File: src/design/depth_preferred_transposition_table_unit_assert.svh
// Assertion macros shared by the transposition table RTL.
`ifndef DEPTH_PREFERRED_TRANSPOSITION_TABLE_UNIT_ASSERT_SVH
`define DEPTH_PREFERRED_TRANSPOSITION_TABLE_UNIT_ASSERT_SVH

`ifndef SYNTHESIS
`define DPTT_ASSERT(lbl, prop) \
  lbl: assert property (@(posedge clk) disable iff (rst) prop) \
    else $error("dptt assertion failed");
`define DPTT_ASSERT_ALWAYS(lbl, prop) \
  lbl: assert property (@(posedge clk) prop) \
    else $error("dptt assertion failed");
`else
`define DPTT_ASSERT(lbl, prop)
`define DPTT_ASSERT_ALWAYS(lbl, prop)
`endif

`endif

File: src/design/dptt_pkg.sv
// Types, codes and constants of the transposition table unit.
package dptt_pkg;

  localparam int ENTRIES_DEF   = 1024;
  localparam logic [3:0] NO_PIECE_CODE = 4'd6;

  localparam logic signed [7:0] RESET_DEPTH  = -8'sd100;
  localparam logic [7:0]        NONE_SQUARE  = 8'hFF;
  localparam logic [7:0]        DEFAULT_BITS = 8'hFF;

  localparam logic [1:0] SS_REAL      = 2'd0;
  localparam logic [1:0] SS_INVALID   = 2'd1;
  localparam logic [1:0] SS_SEARCHING = 2'd2;

  localparam logic [1:0] BK_NONE  = 2'd0;
  localparam logic [1:0] BK_ALPHA = 2'd1;
  localparam logic [1:0] BK_BETA  = 2'd2;
  localparam logic [1:0] BK_EXACT = 2'd3;

  typedef enum logic [2:0] {
    OP_PROBE       = 3'd0,
    OP_INSERT      = 3'd1,
    OP_RESET_MAIN  = 3'd2,
    OP_RESET_QUIET = 3'd3,
    OP_QPROBE      = 3'd4,
    OP_QINSERT     = 3'd5
  } op_t;

  typedef struct packed {
    logic [2:0]         op;
    logic [63:0]        key;
    logic signed [7:0]  search_depth;
    logic signed [15:0] alpha;
    logic signed [15:0] beta;
    logic [1:0]         bound_kind;
    logic [7:0]         from_square;
    logic [7:0]         to_square;
    logic [3:0]         from_piece;
    logic [3:0]         to_piece;
    logic [7:0]         move_bits;
    logic signed [15:0] move_score;
  } item_t;

  typedef struct packed {
    logic signed [7:0]  depth;
    logic [7:0]         fsq;
    logic [7:0]         tsq;
    logic [3:0]         fpc;
    logic [3:0]         tpc;
    logic [7:0]         bits;
    logic signed [15:0] score;
    logic [1:0]         sstate;
    logic [1:0]         bound;
  } rec_t;

  typedef struct packed {
    logic [63:0] key;
    rec_t        rec;
  } entry_t;

  localparam int ENTRY_W = $bits(entry_t);

  typedef struct packed {
    logic               key_hit;
    logic [1:0]         score_state;
    logic signed [15:0] score;
    logic [7:0]         fsq;
    logic [7:0]         tsq;
    logic [3:0]         fpc;
    logic [3:0]         tpc;
    logic [7:0]         bits;
  } result_t;

  typedef struct packed {
    logic   main_we;
    entry_t main_data;
    logic   quiet_we;
    entry_t quiet_data;
  } wr_t;

  function automatic entry_t cleared_entry();
    entry_t e;
    e.key        = '1;
    e.rec.depth  = RESET_DEPTH;
    e.rec.fsq    = NONE_SQUARE;
    e.rec.tsq    = NONE_SQUARE;
    e.rec.fpc    = NO_PIECE_CODE;
    e.rec.tpc    = NO_PIECE_CODE;
    e.rec.bits   = DEFAULT_BITS;
    e.rec.score  = '0;
    e.rec.sstate = SS_INVALID;
    e.rec.bound  = BK_NONE;
    return e;
  endfunction

endpackage

File: src/design/dptt_core.sv
// Operation logic: probe answer, clamping and slot update for one transaction.
module dptt_core (
  input  dptt_pkg::item_t   item,
  input  dptt_pkg::entry_t  main_cur,
  input  dptt_pkg::entry_t  quiet_cur,
  output dptt_pkg::result_t res,
  output dptt_pkg::wr_t     wr
);
  import dptt_pkg::*;

  function automatic result_t with_move(input rec_t r, input logic [1:0] st);
    result_t o;
    o.key_hit     = 1'b1;
    o.score_state = st;
    o.score       = '0;
    o.fsq         = r.fsq;
    o.tsq         = r.tsq;
    o.fpc         = r.fpc;
    o.tpc         = r.tpc;
    o.bits        = r.bits;
    return o;
  endfunction

  function automatic result_t answer_hit(input rec_t r, input logic signed [15:0] a,
                                         input logic signed [15:0] b);
    result_t o;
    o = with_move(r, SS_INVALID);
    if (r.sstate != SS_REAL) begin
      o.score_state = r.sstate;
    end else if (r.bound == BK_ALPHA && $signed(r.score) <= a) begin
      o.score_state = SS_REAL;
      o.score       = a;
    end else if (r.bound == BK_BETA && $signed(r.score) >= b) begin
      o.score_state = SS_REAL;
      o.score       = b;
    end else if (r.bound == BK_EXACT) begin
      o.score_state = SS_REAL;
      o.score       = r.score;
    end
    return o;
  endfunction

  entry_t dflt;
  rec_t   ins_rec;
  logic   hit_m;
  logic   hit_q;
  logic   deep_m;
  logic   shallow_m;

  assign dflt      = cleared_entry();
  assign hit_m     = (main_cur.key == item.key);
  assign hit_q     = (quiet_cur.key == item.key);
  assign deep_m    = ($signed(main_cur.rec.depth) >= item.search_depth);
  assign shallow_m = ($signed(main_cur.rec.depth) < item.search_depth);

  always_comb begin
    ins_rec.depth  = item.search_depth;
    ins_rec.fsq    = item.from_square;
    ins_rec.tsq    = item.to_square;
    ins_rec.fpc    = item.from_piece;
    ins_rec.tpc    = item.to_piece;
    ins_rec.bits   = item.move_bits;
    ins_rec.score  = item.move_score;
    ins_rec.sstate = SS_REAL;
    ins_rec.bound  = item.bound_kind;
  end

  always_comb begin
    res = with_move(dflt.rec, SS_INVALID);
    res.key_hit   = 1'b0;
    wr.main_we    = 1'b0;
    wr.main_data  = main_cur;
    wr.quiet_we   = 1'b0;
    wr.quiet_data = quiet_cur;
    unique case (op_t'(item.op))
      OP_PROBE: begin
        if (hit_m && deep_m) begin
          res = answer_hit(main_cur.rec, item.alpha, item.beta);
        end else if (hit_m) begin
          res = with_move(main_cur.rec, SS_INVALID);
        end
        if (shallow_m) begin
          wr.main_we                = 1'b1;
          wr.main_data.key          = item.key;
          wr.main_data.rec.depth    = item.search_depth;
          wr.main_data.rec.sstate   = SS_SEARCHING;
        end
      end
      OP_INSERT: begin
        if ($signed(main_cur.rec.depth) <= item.search_depth) begin
          wr.main_we       = 1'b1;
          wr.main_data.key = item.key;
          wr.main_data.rec = ins_rec;
        end
      end
      OP_RESET_MAIN: begin
        if (hit_m) begin
          wr.main_we   = 1'b1;
          wr.main_data = dflt;
        end
      end
      OP_RESET_QUIET: begin
        if (hit_q) begin
          wr.quiet_we   = 1'b1;
          wr.quiet_data = dflt;
        end
      end
      OP_QPROBE: begin
        if (hit_q) begin
          res = answer_hit(quiet_cur.rec, item.alpha, item.beta);
        end else begin
          wr.quiet_we             = 1'b1;
          wr.quiet_data.key       = item.key;
          wr.quiet_data.rec.sstate = SS_SEARCHING;
        end
      end
      OP_QINSERT: begin
        wr.quiet_we            = 1'b1;
        wr.quiet_data.key      = item.key;
        wr.quiet_data.rec      = ins_rec;
        wr.quiet_data.rec.depth = quiet_cur.rec.depth;
      end
      default: begin
      end
    endcase
  end

endmodule

File: config.mk
export PLATFORM = sky130hd
export DESIGN_NAME = dptt_core
export DESIGN_NICKNAME = d
export VERILOG_FILES = /design/src/design/depth_preferred_transposition_table_unit_assert.svh /design/src/design/dptt_pkg.sv /design/src/design/dptt_core.sv
export SDC_FILE = /design/constraint.sdc
export NUM_CORES = 1
export LEC_CHECK = 0
export ABC_AREA = 1
export BUFFER_PORTS_ARGS = -buffer_cell sky130_fd_sc_hd__clkbuf_2
export CORE_AREA = 5 5 276 278
export DETAILED_ROUTE_END_ITERATION = 8
export DIE_AREA = 0 0 281 283
export PLACE_DENSITY = 0.49
export SLEW_MARGIN = 20
export SYNTH_ARGS = -nofsm -noshare
export SYNTH_HDL_FRONTEND = slang
export SYNTH_SLANG_ARGS = --single-unit
File: constraint.sdc
create_clock -name vclk -period 2.1
set_clock_uncertainty 0.2 [all_clocks]
set_input_delay 0.105 -clock vclk [all_inputs]
set_output_delay 0.105 -clock vclk [all_outputs]
set_load 0.02 [all_outputs]
==> key figures <==
Outcome
  – Status: finished with violations
  – Failing checks: setup timing

STA
  – Final Hold Fails: 0
  – Tcrit/Tclk final: 1.22
  – Peak Freq: slightly below 400 MHz
  – Worst Tran Pin Value: a little over 0.5 ns
  – Fin crit period: 2.56 ns
  – Finish-stage setup viols: 301
  – Crit path setup slack, layout: -0.457 ns
  – RSZ-0062 raised after global routing: true
  – Max-slew violations: 0
  – Slew margin rel.: 0.659
  – Total negative slack: -101.31 ns
  – Hold WS: between 0.3 and 0.4 ns

Critical path
  – Crit path DAT: 2.25 ns
  – CP max stage cell: clkbuf_2
  – Critical path launch point type: primary input
  – Nature of the critical path endpoint: output pin
  – Critical path class: in -> out
  – Critical-path maximum fanout: 4
  – CP peak stage delay: 0.24 ns
  – Critical Path RT: 1.79 ns
  – Cells along the critical path: buf_6 > xnor2_2 > buf_4 > nand2_2 > nor2_2 > nand2_2 > nor2_4 > nand2_2 > nor2_4 > buf_4 > inv_1 > nor2_4 > buf_12 > buf_4 > nand2_1 > o21ai_0 > clkbuf_2

Layout
  – Commonest cells after routing, fill and taps aside: nand2_1, clkbuf_2, buf_4
  – Final std cell area, no fill: roughly 21000 sq um
  – Layout cells sized above 1: 0.419
  – Non-filler cells, final: 4248
  – Final Util: 0.289
  – Layout area overhead: 95.8%
  – Final-layout clock buffer total: 0
  – Area of the multi-input gates: 10200 sq um
  – Fill cells: 8370
  – Seq_cells: 0
  – Reg area: 0 sq um
  – Layout Nets: about 3700
  – Most common cell after layout, fill and taps aside: nand2_1

Routing
  – Top layer reached by signal wires: met5
  – WL/cell: 20.2 um
  – Met1 Routed Length: 35100 um
  – Post-route antenna net violation count: 0
  – Total Wirelength: ~86000 um
  – Routed wire length on met2: 40700 um
  – Drt via density: 4.48
  – Starting DRT DRC Count: 1140
  – DRC errors left: 0
  – Routed wl met3: 6120 um
  – Drt pass-1 iters: 6
  – Vias: 19019

GRT
  – Largest net degree at the start of global routing: 48
  – Gr usage total: 0.186
  – Total grt overflow: 0
  – Number of global-route vias before repair: ~18000
  – First-pass GRT wire length: between 100000 and 150000 um
  – Initial antenna violation count: 12

Logic synthesis
  – Syn. warnings: 0
  – Yosys top cell area share: 0.323
  – Cells after synthesis: 2276
  – Syn_nets: around 2800
  – Synth cell types: 36
  – Mapped Area: between 10000 and 15000 sq um
  – Syn Area/Cell: 4.77 sq um
  – Register area share after synthesis: 0
  – Area leader, netlist: nand2_1
  – Most area-consuming cells after synthesis: nand2_1, inv_1, nand3_1

Placement
  – RePlAce Congestion: 0.977
  – Placed insts: ~4200
  – Placed inst area: 18300 sq um
  – Dpl hpwl: 66600 um
  – Port-buffer cells: 706
  – Dpl ws: -0.812 ns

Power
  – Cell area power density: 269 nW/um^2
  – Lkg Pwr: 11.5 nW
  – Overall power: approximately 5.7 mW
  – Worst VDD drop: 0.000106 V

Die
  – IO Pins: 706
  – Die Wd: 281 um
  – Core area: roughly 74000 sq um
  – Die extent in y: 283 um
  – Initial Util: 0.147
  – Die footprint: 79500 sq um
  – Cell row count: 100

Clocking
  – Hold-fix buffers, CTS: 0

Run
  – Maxcap violations: 0

Min path
  – Hold worst-path end: wr[54]
  – Hold wc startpoint: quiet_cur[54]
  – Path category of the worst min-delay check: in -> out
  – Hold path depth: 4
==> per-layer routing <==
| metal | track usage | vias up |
|---|---|---|
| li1 | - | 9308 |
| met4 | 0.0655 | 4 |
| met5 | 0 | - |
| met1 | 0.229 | 8717 |
| met3 | 0.0315 | 156 |
| met2 | 0.325 | 834 |
==> where the power goes <==
part	internal, mW	switching (mW)	total, mW
clock	0.000000700	0	0.000000700
combinational	2.44	3.27	5.71
sequential	0	0	0
==> Yosys cell counts (all sizes together) <==
cell	instances
nor3	4
o211ai	104
nand3	202
clkbuf	71
o21ai	98
nand3b	1
a21boi	1
o21a	1
inv	331
nor2	143
o22ai	3
a21oi	95
nand2	939
a21o	1
or2	11
buf	52
ha	72
a22oi	3
nand4	79
o21bai	1
xnor2	64
==> what timing repair did <==
action                                  4_1_cts  5_1_grt
gates cloned                                  9       24
resized for setup                           189      390
endpoints found under the setup margin      301      301
pin swaps                                    29       92
setup buffers                                12       17
==> critical path, delay by kind of cell <==
| family | cells | cell delay, ns |
|---|---|---|
| buffers and inverters | 7 | 0.92 |
| and+or+nand+nor | 8 | 0.91 |
| AOI/OAI and AO/OA | 1 | 0.16 |
| xor gates and xnor gates | 1 | 0.13 |
==> cell families (layout without fill, tap and decap cells) <==
family	after synthesis	in the layout	share of synthesized area
other	0	12	0
adder cells (fa/ha/maj)	72	72	0.0829
buffers and inverters	454	1444	0.168
XOR/XNOR	64	64	0.0516
AO/OA/AOI/OAI	307	307	0.169
AND/OR/NAND/NOR	1379	1380	0.528
==> layout make-up <==
type | instances | area share
repair buffers | 1113 | 0.402
diodes | 12 | 0.00141
multi-input cells | 1823 | 0.480
inverters | 331 | 0.0600
well taps | 969 | 0.0570
==> how the worst max path moves through the flow <==
stage                          to  slack, ns          start  depth (start not counted)
after global routing       wr[98]      -0.58  quiet_cur[61]                         17
final                     res[49]      -0.46  quiet_cur[61]                         17
after global placement     wr[93]      -0.88      item[101]                         15
after detailed placement   wr[93]      -0.81      item[101]                         15
after CTS                  wr[21]      -0.52  quiet_cur[69]                         15
after floorplan           wr[221]      -0.12   main_cur[57]                         14
Note: power is estimated with default switching activity, not from simulation.
