$ cat src/design/depth_preferred_transposition_table_unit_assert.svh
// Assertion macros shared by the transposition table RTL.
`ifndef DEPTH_PREFERRED_TRANSPOSITION_TABLE_UNIT_ASSERT_SVH
`define DEPTH_PREFERRED_TRANSPOSITION_TABLE_UNIT_ASSERT_SVH

`ifndef SYNTHESIS
`define DPTT_ASSERT(lbl, prop) \
  lbl: assert property (@(posedge clk) disable iff (rst) prop) \
    else $error("dptt assertion failed");
`define DPTT_ASSERT_ALWAYS(lbl, prop) \
  lbl: assert property (@(posedge clk) prop) \
    else $error("dptt assertion failed");
`else
`define DPTT_ASSERT(lbl, prop)
`define DPTT_ASSERT_ALWAYS(lbl, prop)
`endif

`endif

$ cat src/design/dptt_ram.sv
// Generic single-write, single-read RAM with registered read data.
module dptt_ram #(
  parameter int WIDTH = 8,
  parameter int DEPTH = 16,
  parameter int AW    = (DEPTH > 1) ? $clog2(DEPTH) : 1
) (
  input  logic             clk,
  input  logic             we,
  input  logic [AW-1:0]    waddr,
  input  logic [WIDTH-1:0] wdata,
  input  logic [AW-1:0]    raddr,
  output logic [WIDTH-1:0] rdata
);

  logic [WIDTH-1:0] mem [DEPTH];

  always_ff @(posedge clk) begin
    if (we) begin
      mem[waddr] <= wdata;
    end
    rdata <= mem[raddr];
  end

endmodule

$ cat config.mk
export PLATFORM = sky130hd
export DESIGN_NAME = dptt_ram
export DESIGN_NICKNAME = d
export VERILOG_FILES = /design/src/design/depth_preferred_transposition_table_unit_assert.svh /design/src/design/dptt_ram.sv
export SDC_FILE = /design/constraint.sdc
export NUM_CORES = 1
export LEC_CHECK = 0
export BUFFER_PORTS_ARGS = -buffer_cell sky130_fd_sc_hd__buf_2
export CORE_AREA = 2 2 114 116
export CTS_CLUSTER_DIAMETER = 50
export DETAILED_ROUTE_END_ITERATION = 10
export DIE_AREA = 0 0 116 118
export PLACE_DENSITY_LB_ADDON = 0.12
export SLEW_MARGIN = 0
export SYNTH_ARGS = -nofsm -noshare
export SYNTH_HDL_FRONTEND = slang
export SYNTH_SLANG_ARGS = --single-unit
$ cat constraint.sdc
create_clock -name clk -period 1.8 [get_ports clk]
set_input_delay 0.36 -clock clk [delete_from_list [all_inputs] [get_ports clk]]
set_output_delay 0.36 -clock clk [all_outputs]
set_load 0.01 [all_outputs]
==> impl.org, run 1 <==
** Global route
- Initial antenna violation count :: 0
- Global routing consumed, over all layers together, 16.4% of the routing resources.
- The via count of the first global-routing pass came to 2,459.
- Largest net degree at the start of global routing :: 20
- First-pass GRT wire length :: 15,200 um
- For this run the aggregate overflow at the end of global routing stands at 0.

** Cells and area
- Relative to the synthesized area, the layout overhead comes to 21.0%.
- N_diodes :: 0
- Highest-count cells in the layout ignoring fill and taps :: edfxtp_1 (128), buf_2 (25), buf_4 (21)
- Most frequent standard cell in the layout excluding fill and tap cells :: edfxtp_1
- At the end of the flow, the number of nets in the layout was 307.
- Layout cell share with drive strength beyond 1 :: 33.1%
- Once layout is complete, the cells apart from fillers number 474.
- Post-route core utilization :: 50.2%

** Setup path
- Largest stage delay, worst path :: 0.52 ns
- Along the worst path, the maximum fanout reaches 1.
- Slowest CP cell :: mux4_1
- The signal on the critical path passes through mux4_1, a22oi_1, nand2_1.
- Startpoint Class :: flip-flop
- At the worst endpoint, the required time is 2.10 ns.
- Critical path endpoint category :: flip-flop
- Data on the critical path arrives at its endpoint at 1.70 ns.
- By startpoint and endpoint, the worst setup path is classified as flip-flop to flip-flop.
- Reg2Reg Depth :: 3

** Timing
- Fraction of the cycle the final worst path needs :: 78.0%
- Worst Skew :: 0.00457 ns
- Fin. max-slew vios :: 0
- Derived from the worst setup path, the maximum achievable clock frequency is 712 MHz.
- Transition time at the pin with the least slew margin :: 0.745 ns
- Unrepaired setup endpoints after global routing :: false
- The clock period could shrink to 1.40 ns.
- The count of endpoints failing hold in the final timing report was 0.
- Setup violations remaining at the end of the flow were counted as 0.
- Worst slew margin relative to its limit :: 50.1%

** Die
- The floorplan step defined a die boundary enclosing 0.0137 mm^2.
- Area of the core :: 0.0124 mm^2
- Number of primary I/O pins :: 26
- The die is 118 um tall.
- Measured along the x axis, the die boundary spans 116 um.
- The floorplan has 41 rows.
- Starting Density :: 41.5%

** Routing
- Count of nets left with antenna violations after detail routing :: 0
- Wirelength, routed :: 10,100 um
- Detailed routing inserted a total of 2,431 vias.
- Number of remaining DRC errors :: 0
- Using the TritonRoute via totals, the vias-per-cell ratio works out to 5.13.
- Detailed-routing iteration count for the pre-antenna-repair pass :: 4
- In this run, the number of DRC markers left after iteration 0 of detailed routing was 153.
- Routed len/inst :: 21.4 um

** Yosys
- Counting every instance in the synthesized netlist gives 229.
- The number of different library cells used by synthesis comes to 19.
- Cell types with the largest area share after synthesis :: edfxtp_1 (75%), mux4_2 (7.9%), mux4_1 (7.1%)
- Yosys printed 0 warnings.
- The number of nets handed over by synthesis was 247.
- Post-synthesis instance area :: 0.00515 mm^2
- Register area share after synthesis :: 77.8%
- In this run the biggest area consumer among cell types represents 74.7% of the synthesized area.
- Of all cell types, the one taking the most synthesized area is edfxtp_1.
- Synthesis inferred 136 register bits.
- Each instance of the synthesized netlist takes up on average 22.5 um^2.

** Place
- Number of I/O port buffers :: 25
- Routability-driven placement finished with a final weighted congestion of 0.754.
- Count of placed standard cells including taps :: 442
- Detailed placement finished with a half-perimeter wire length of 6740 um.

** Clock network
- Worst-path clk slew :: 0.05 ns
- In this run the deepest clock path goes through 2 buffers.
- After clock tree synthesis, the flow added hold-fix buffers numbering 0.
- TritonCTS built the clock tree.
- Clock H-tree levels :: 4
- Clock buffers created by TritonCTS :: 17
- Post-cts resize count :: 0
- Clock root cell :: clkbuf_16
- Number of clock sinks :: 136
- Number of setup buffers added after CTS :: 0
- Clock latency on the worst-skew pair :: 0.41 ns

** Job
- The tool flagged a number of max-cap violations equal to 0.

** Power
- The design draws 7180 uW.
- IR analysis of the VDD net gives a maximum drop of 0.000572 V.
- Leakage :: 0.00214 uW
- Power spread over the standard cell area amounts to 1150 mW/mm^2.

** Run status
- The run finished with clean final reports.

** Worst hold path
- Worst Hold Class :: input pin to flip-flop
- Along the worst hold path, the cell count comes to 1.
==> sequential cells by signal, indices dropped and copies added (netlist names) <==
signal,flops
rdata,8
mem,128
==> per-layer routing <==
layer  global-route usage (%)  share of wire (%)  routed length [um]
met4                     7.59                2.0                 205
met5                        0                  0                   0
met3                     4.38                3.2                 319
met2                     24.2                 48                4870
met1                     22.9                 47                4720
==> Yosys cell counts <==
master and instances:
buf_4 1, nor2b_1 1, buf_2 3, nor2_1 13, nand3_1 1, a22oi_1 16
or3b_2 1, edfxtp_1 128, and2b_1 1, nand3b_1 2, mux4_2 18, and2_1 1
nand2_1 9, dfxtp_1 8, buf_6 3, nand2b_1 2, clkdlybuf4s25_2 3, nor3_1 4
mux4_1 14
==> critical path: cells and delay by family, from the launching register on <==
| family | cells | cell delay, ns |
|---|---|---|
| muxes | 1 | 0.52 |
| AOI/OAI and AO/OA | 1 | 0.32 |
| and+or+nand+nor | 1 | 0.08 |
| DFF | 1 | 0.36 |
==> kinds of logic after synthesis <==
logic type	share of synthesized area (%)
buffers and inverters	1.68
flip-flops	77.8
multiplexers	15.0
AO/OA/AOI/OAI	2.33
AND/OR/NAND/NOR	3.18
==> final cells by class <==
cell class	count	area (um^2)
fill	1025	6190
sequential	136	4000
multi-input combinational	83	1060
clock buffer	21	460
timing repair buffer	51	383
tap	172	215
clock inverter	11	104
==> worst paths after layout <==
kind / start / slack, ns / end
setup reg to reg: mem[1][0] / 0.40 / rdata[0]
setup / recovery: mem[1][0] / 0.40 / rdata[0]
hold / removal: wdata[3] / 0.33 / mem[5][3]
hold reg to reg: mem[15][1] / 0.68 / rdata[1]
==> per-stage QoR <==
stage                     hold slack [ns]  setup slack (ns)  TNS [ns]  cell area, um^2
after floorplan                     0.459             0.174         0             5150
after global placement              0.650          -0.00630  -0.00630             5660
after detailed placement            0.651          -0.00664  -0.00664             5660
after CTS                           0.318             0.409         0             6230
after global routing                0.337             0.369         0             6230
final                               0.331             0.396         0             6230
==> power breakdown <==
part	internal [uW]	leakage (uW)	switching, uW	total (uW)
combinational	159	0.000630	196	355
sequential	3540	0.00122	20.7	3560
clock	2080	0.000287	1180	3260
Note: power is estimated with default switching activity, not from simulation.
==> inputs of run 2 (changes only) <==
ABC_AREA = 1   (was default)
CORE_AREA = 2 2 121 123   (was 2 2 114 116)
DIE_AREA = 0 0 123 125   (was 0 0 116 118)
clock period = 1.36 ns   (was 1.8 ns; I/O delays follow)
==> run 2 against run 1 <==
  * Synthesized cell count rose by 140%
  * Critical path depth fell by 2
  * Largest power group unchanged
  * Sequential cell count did not move
  * Largest cell class unchanged
==> impl.org, run 2 <==
** Die
- The area of the die was 0.0154 mm^2 (+12%).
- The die boundary width was 123 um (+6.0%).
- Starting Density :: 40.6% (-0.86 points)
- Area of the core :: 0.0142 mm^2 (+14%)
- Die height :: 125 um (+5.9%)
- Number of primary I/O pins :: 26 (unchanged)
- The number of rows created at floorplan is 44 (+7.3%).

** Place
- The number of buffer cells added on primary ports was 25 (unchanged).
- Count of placed standard cells including taps :: 764 (+73%)
- The final estimated routing congestion in global placement came to 0.786 (+4.2%).
- Dpl ws :: -0.0256 ns (-0.0189 ns)
- DP Wirelength :: 8360 um (+24%)

** Setup path
- Startpoint Class :: flip-flop
- The critical path starts at rdata[6].
- Launching point of the worst reg2reg path :: mem[11][5]
- STA classifies the critical path endpoint as a primary output.
- The worst setup path is of the flip-flop to primary output kind.
- The required arrival time at the worst endpoint was 1.09 ns (-1.01 ns).
- The register-to-register setup slack is 0.27 ns (-0.13 ns).
- R2r endpoint :: rdata[5]
- Largest stage delay, worst path :: 0.36 ns (-0.16 ns)
- Critical path peak fanout :: 1 (unchanged)
- Critical path data arrival time :: 0.92 ns (-0.78 ns)
- Number of cells on the critical path :: 1 (-2)
- Sequence of cells on the critical path :: buf_2
- CP delay by family, top :: flip-flops
- The slowest stage of the critical path is the dfxtp_1 cell.
- The number of cell instances on the worst register-to-register path is 6 (+3).
- The buffering stage count on the worst path with inverters included is 1 (+1).
- In this run the worst setup path terminates at rdata[6].

** Power
- The power density over the cells is 1370 mW/mm^2 (+18%).
- Maximum vdd drop :: 0.000670 V (+17%)
- Switching power of the nets :: 2010 uW (+44%)
- The combinational share of power came to 6.8% (+1.9 points).
- Leakage :: 0.00292 uW (+36%)
- Flop pwr share :: 51.5% (+1.9 points)
- The proportion of total power due to net switching came to 21.9% (+2.5 points).
- Proportion of power drawn by the clock network :: 41.7% (-3.7 points)
- The internal power component is 7150 uW (+24%).

** Timing
- The final critical-path setup slack was 0.166 ns (-0.229 ns).
- Fraction of the cycle the final worst path needs :: 87.8%
- Crit path time final :: 1.19 ns
- Worst slew margin relative to its limit :: 70.2% (+20 points)
- Highest Clock Rate :: 838 MHz
- Transition time at the pin with the least slew margin :: 0.447 ns (-0.298 ns)
- Number of endpoints with negative hold slack in the final report :: 0 (unchanged)
- The maximum clock skew at final layout is 0.00566 ns (+0.00109 ns).
- The worst slack on hold paths is 0.226 ns (-0.105 ns).
- The final number of setup-violating endpoints is 0 (unchanged).
- Unrepaired setup endpoints after global routing :: false
- The count of pins over their slew limit came to 0 (unchanged).

** Yosys
- The net count after synthesis was 569 (+130%).
- The sequential fraction of the synthesis area is 69.4% (-8.4 points).
- The count of yosys warnings during synthesis was 0 (unchanged).
- Cell types with the largest area share after synthesis :: edfxtp_1 (67%), nand2_1 (11%), nand3_1 (8.4%)
- Async set-reset flop share out of synthesis :: 0% (unchanged)
- Syn avg cell area :: 10.5 um^2 (-53%)
- The post-synthesis cell type count is 12 (-7).
- The number of synthesized flops with an enable pin was 128 (unchanged).
- Post-synthesis instance area :: 0.00577 mm^2 (+12%)
- Number of synthesized register bits :: 136 (unchanged)
- Top-area cell type share of the netlist area :: 66.7% (-8.0 points)
- Yosys instantiated no cell more often than nand2_1.
- In the synthesized netlist the dominant register cell turns out to be edfxtp_1.
- Commonest cells in the netlist :: nand2_1 (173), edfxtp_1 (128), inv_1 (100)
- Dominant cell type by area after synthesis :: edfxtp_1
- The cell count after synthesis was 551 (+140%).

** Routing
- Drt first-iter violations :: 281 (+84%)
- The overall via count from detail_route came to 3,748 (+54%).
- The detailed-routing iteration count for the pre-antenna-repair pass came to 5 (+1).
- The detailed-route DRC error count is 0 (unchanged).
- The final routed wire length divided by cell count was 17.4 um (-19%).
- The remaining antenna violation count after routing came to 0 (unchanged).
- Wirelength, routed :: 13,800 um (+36%)
- The vias per cell was 4.71 (-8.1%).

** Clock network
- The TritonCTS buffer count is 17 (unchanged).
- The total number of clock tree sinks came to 136 (unchanged).
- The number of levels in the clock H-tree is 4 (unchanged).
- Worst-path clk slew :: 0.05 ns (about the same)
- CTS placed an instance of clkbuf_16 at the clock tree root.
- The largest buffer count on any clock path came to 2 (unchanged).
- Number of setup buffers added after CTS :: 0 (unchanged)
- Clock latency on the worst-skew pair :: 0.42 ns (about the same)
- The hold-fix buffer count after cts was 0 (unchanged).
- The post-cts gate resize count came to 0 (unchanged).
- TritonCTS built the clock tree.

** Global route
- The maximum number of pins on one net before global-route repair came to 65 (+230%).
- Vias in the first global route :: 3,633 (+48%)
- The initial antenna violation count is 0 (unchanged).
- The global route total overflow was 0 (unchanged).
- First-pass GRT wire length :: 21,300 um (+40%)
- Tot GR Track Use :: 19.3% (+2.8 points)

** Run status
- The flow ran to the end, and the final reports show no timing, DRC or antenna violations.

** Cells and area
- The count of filler cells inserted in the layout was 1,378 (+34%).
- The number of nets in the layout is 617 (+100%).
- mem holds more flip-flops than any other register.
- Number of flip-flops in the largest register :: 128 (unchanged)
- The number of antenna repair diodes was 0 (unchanged).
- In the layout the commonest cells are nand2_1 (173), edfxtp_1 (128), inv_1 (100).
- The library cell used most frequently in the layout, excluding fill and tap cells, is nand2_1.
- Regs by FF count :: mem x128, rdata x8
- Post-route core utilization :: 47.2% (-2.9 points)
- The layout cell share with drive strength beyond 1 is 12.1% (-21 points).
- Post-route insts no fill :: 795 (+68%)
- Relative to the synthesized area, the layout overhead comes to 16.3%.

** Job
- The max-cap check violation count is 0 (unchanged).

** Worst hold path
- The min-delay analysis places its worst path in the category input pin to flip-flop.
run 2: cell count changes after synthesis, moves of 4 or more:
cell,delta
inv_1,+100
nor3_1,-4
a22oi_1,-16
mux4_1,-14
nand2_1,+164
nand3_1,+96
buf_2,+10
nor2_1,+4
mux4_2,-18
run 2: layout make-up:
type	count	area [um^2]	share of cell area (%)
Clock inverter	8	32.5	0.485
Inverter	102	383	5.71
Sequential cell	136	4000	59.7
Tap cell	184	230	3.43
Multi-Input combinational cell	289	1210	18.1
Clock buffer	23	448	6.68
Timing Repair Buffer	53	398	5.93
run 2: routing by layer:
layer  track usage, %  share of wire (%)  up-vias  wire length (um)
li1                 -                  -     1865                 -
met1             27.7                 47     1774              6520
met2             29.1                 47       95              6480
met3             4.11                4.5       14               618
met4             6.62                1.3        0               180
met5                0                  0        -                 0
run 2: worst min-delay path by stage:
stage	endpoint	start	depth (start not counted)	slack (ns)
3_3_place_gp	rdata[0]	raddr[3]	3	0.66
6_report	rdata[4]	raddr[3]	3	0.23
5_1_grt	rdata[0]	raddr[3]	3	0.24
3_5_place_dp	rdata[2]	mem[6][2]	6	0.66
4_1_cts	rdata[4]	raddr[3]	3	0.21
2_1_floorplan	mem[0][0]	wdata[0]	0	0.37
run 2: metrics by stage:
stage	setup TNS (ns)	cell area (um^2)	total power (uW)
finish	0	6710	9160
global route	0	6710	9500
CTS	0	6710	9250
detailed placement	-0.0301	6230	5430
global placement	-0.0334	6230	5430
floorplan	0	5770	5140
run 2: cell families after synthesis:
group,share of synthesized area [%]
simple gates,21.0
buf+inv,9.52
flops,69.4
run 2: power groups by stage:
stage,clock network [uW],logic (uW),registers [uW]
2_1_floorplan,0,331,4810
4_1_cts,3900,638,4710
5_1_grt,4080,694,4720
6_report,3820,627,4710
3_5_place_dp,0,635,4800
3_3_place_gp,0,629,4800
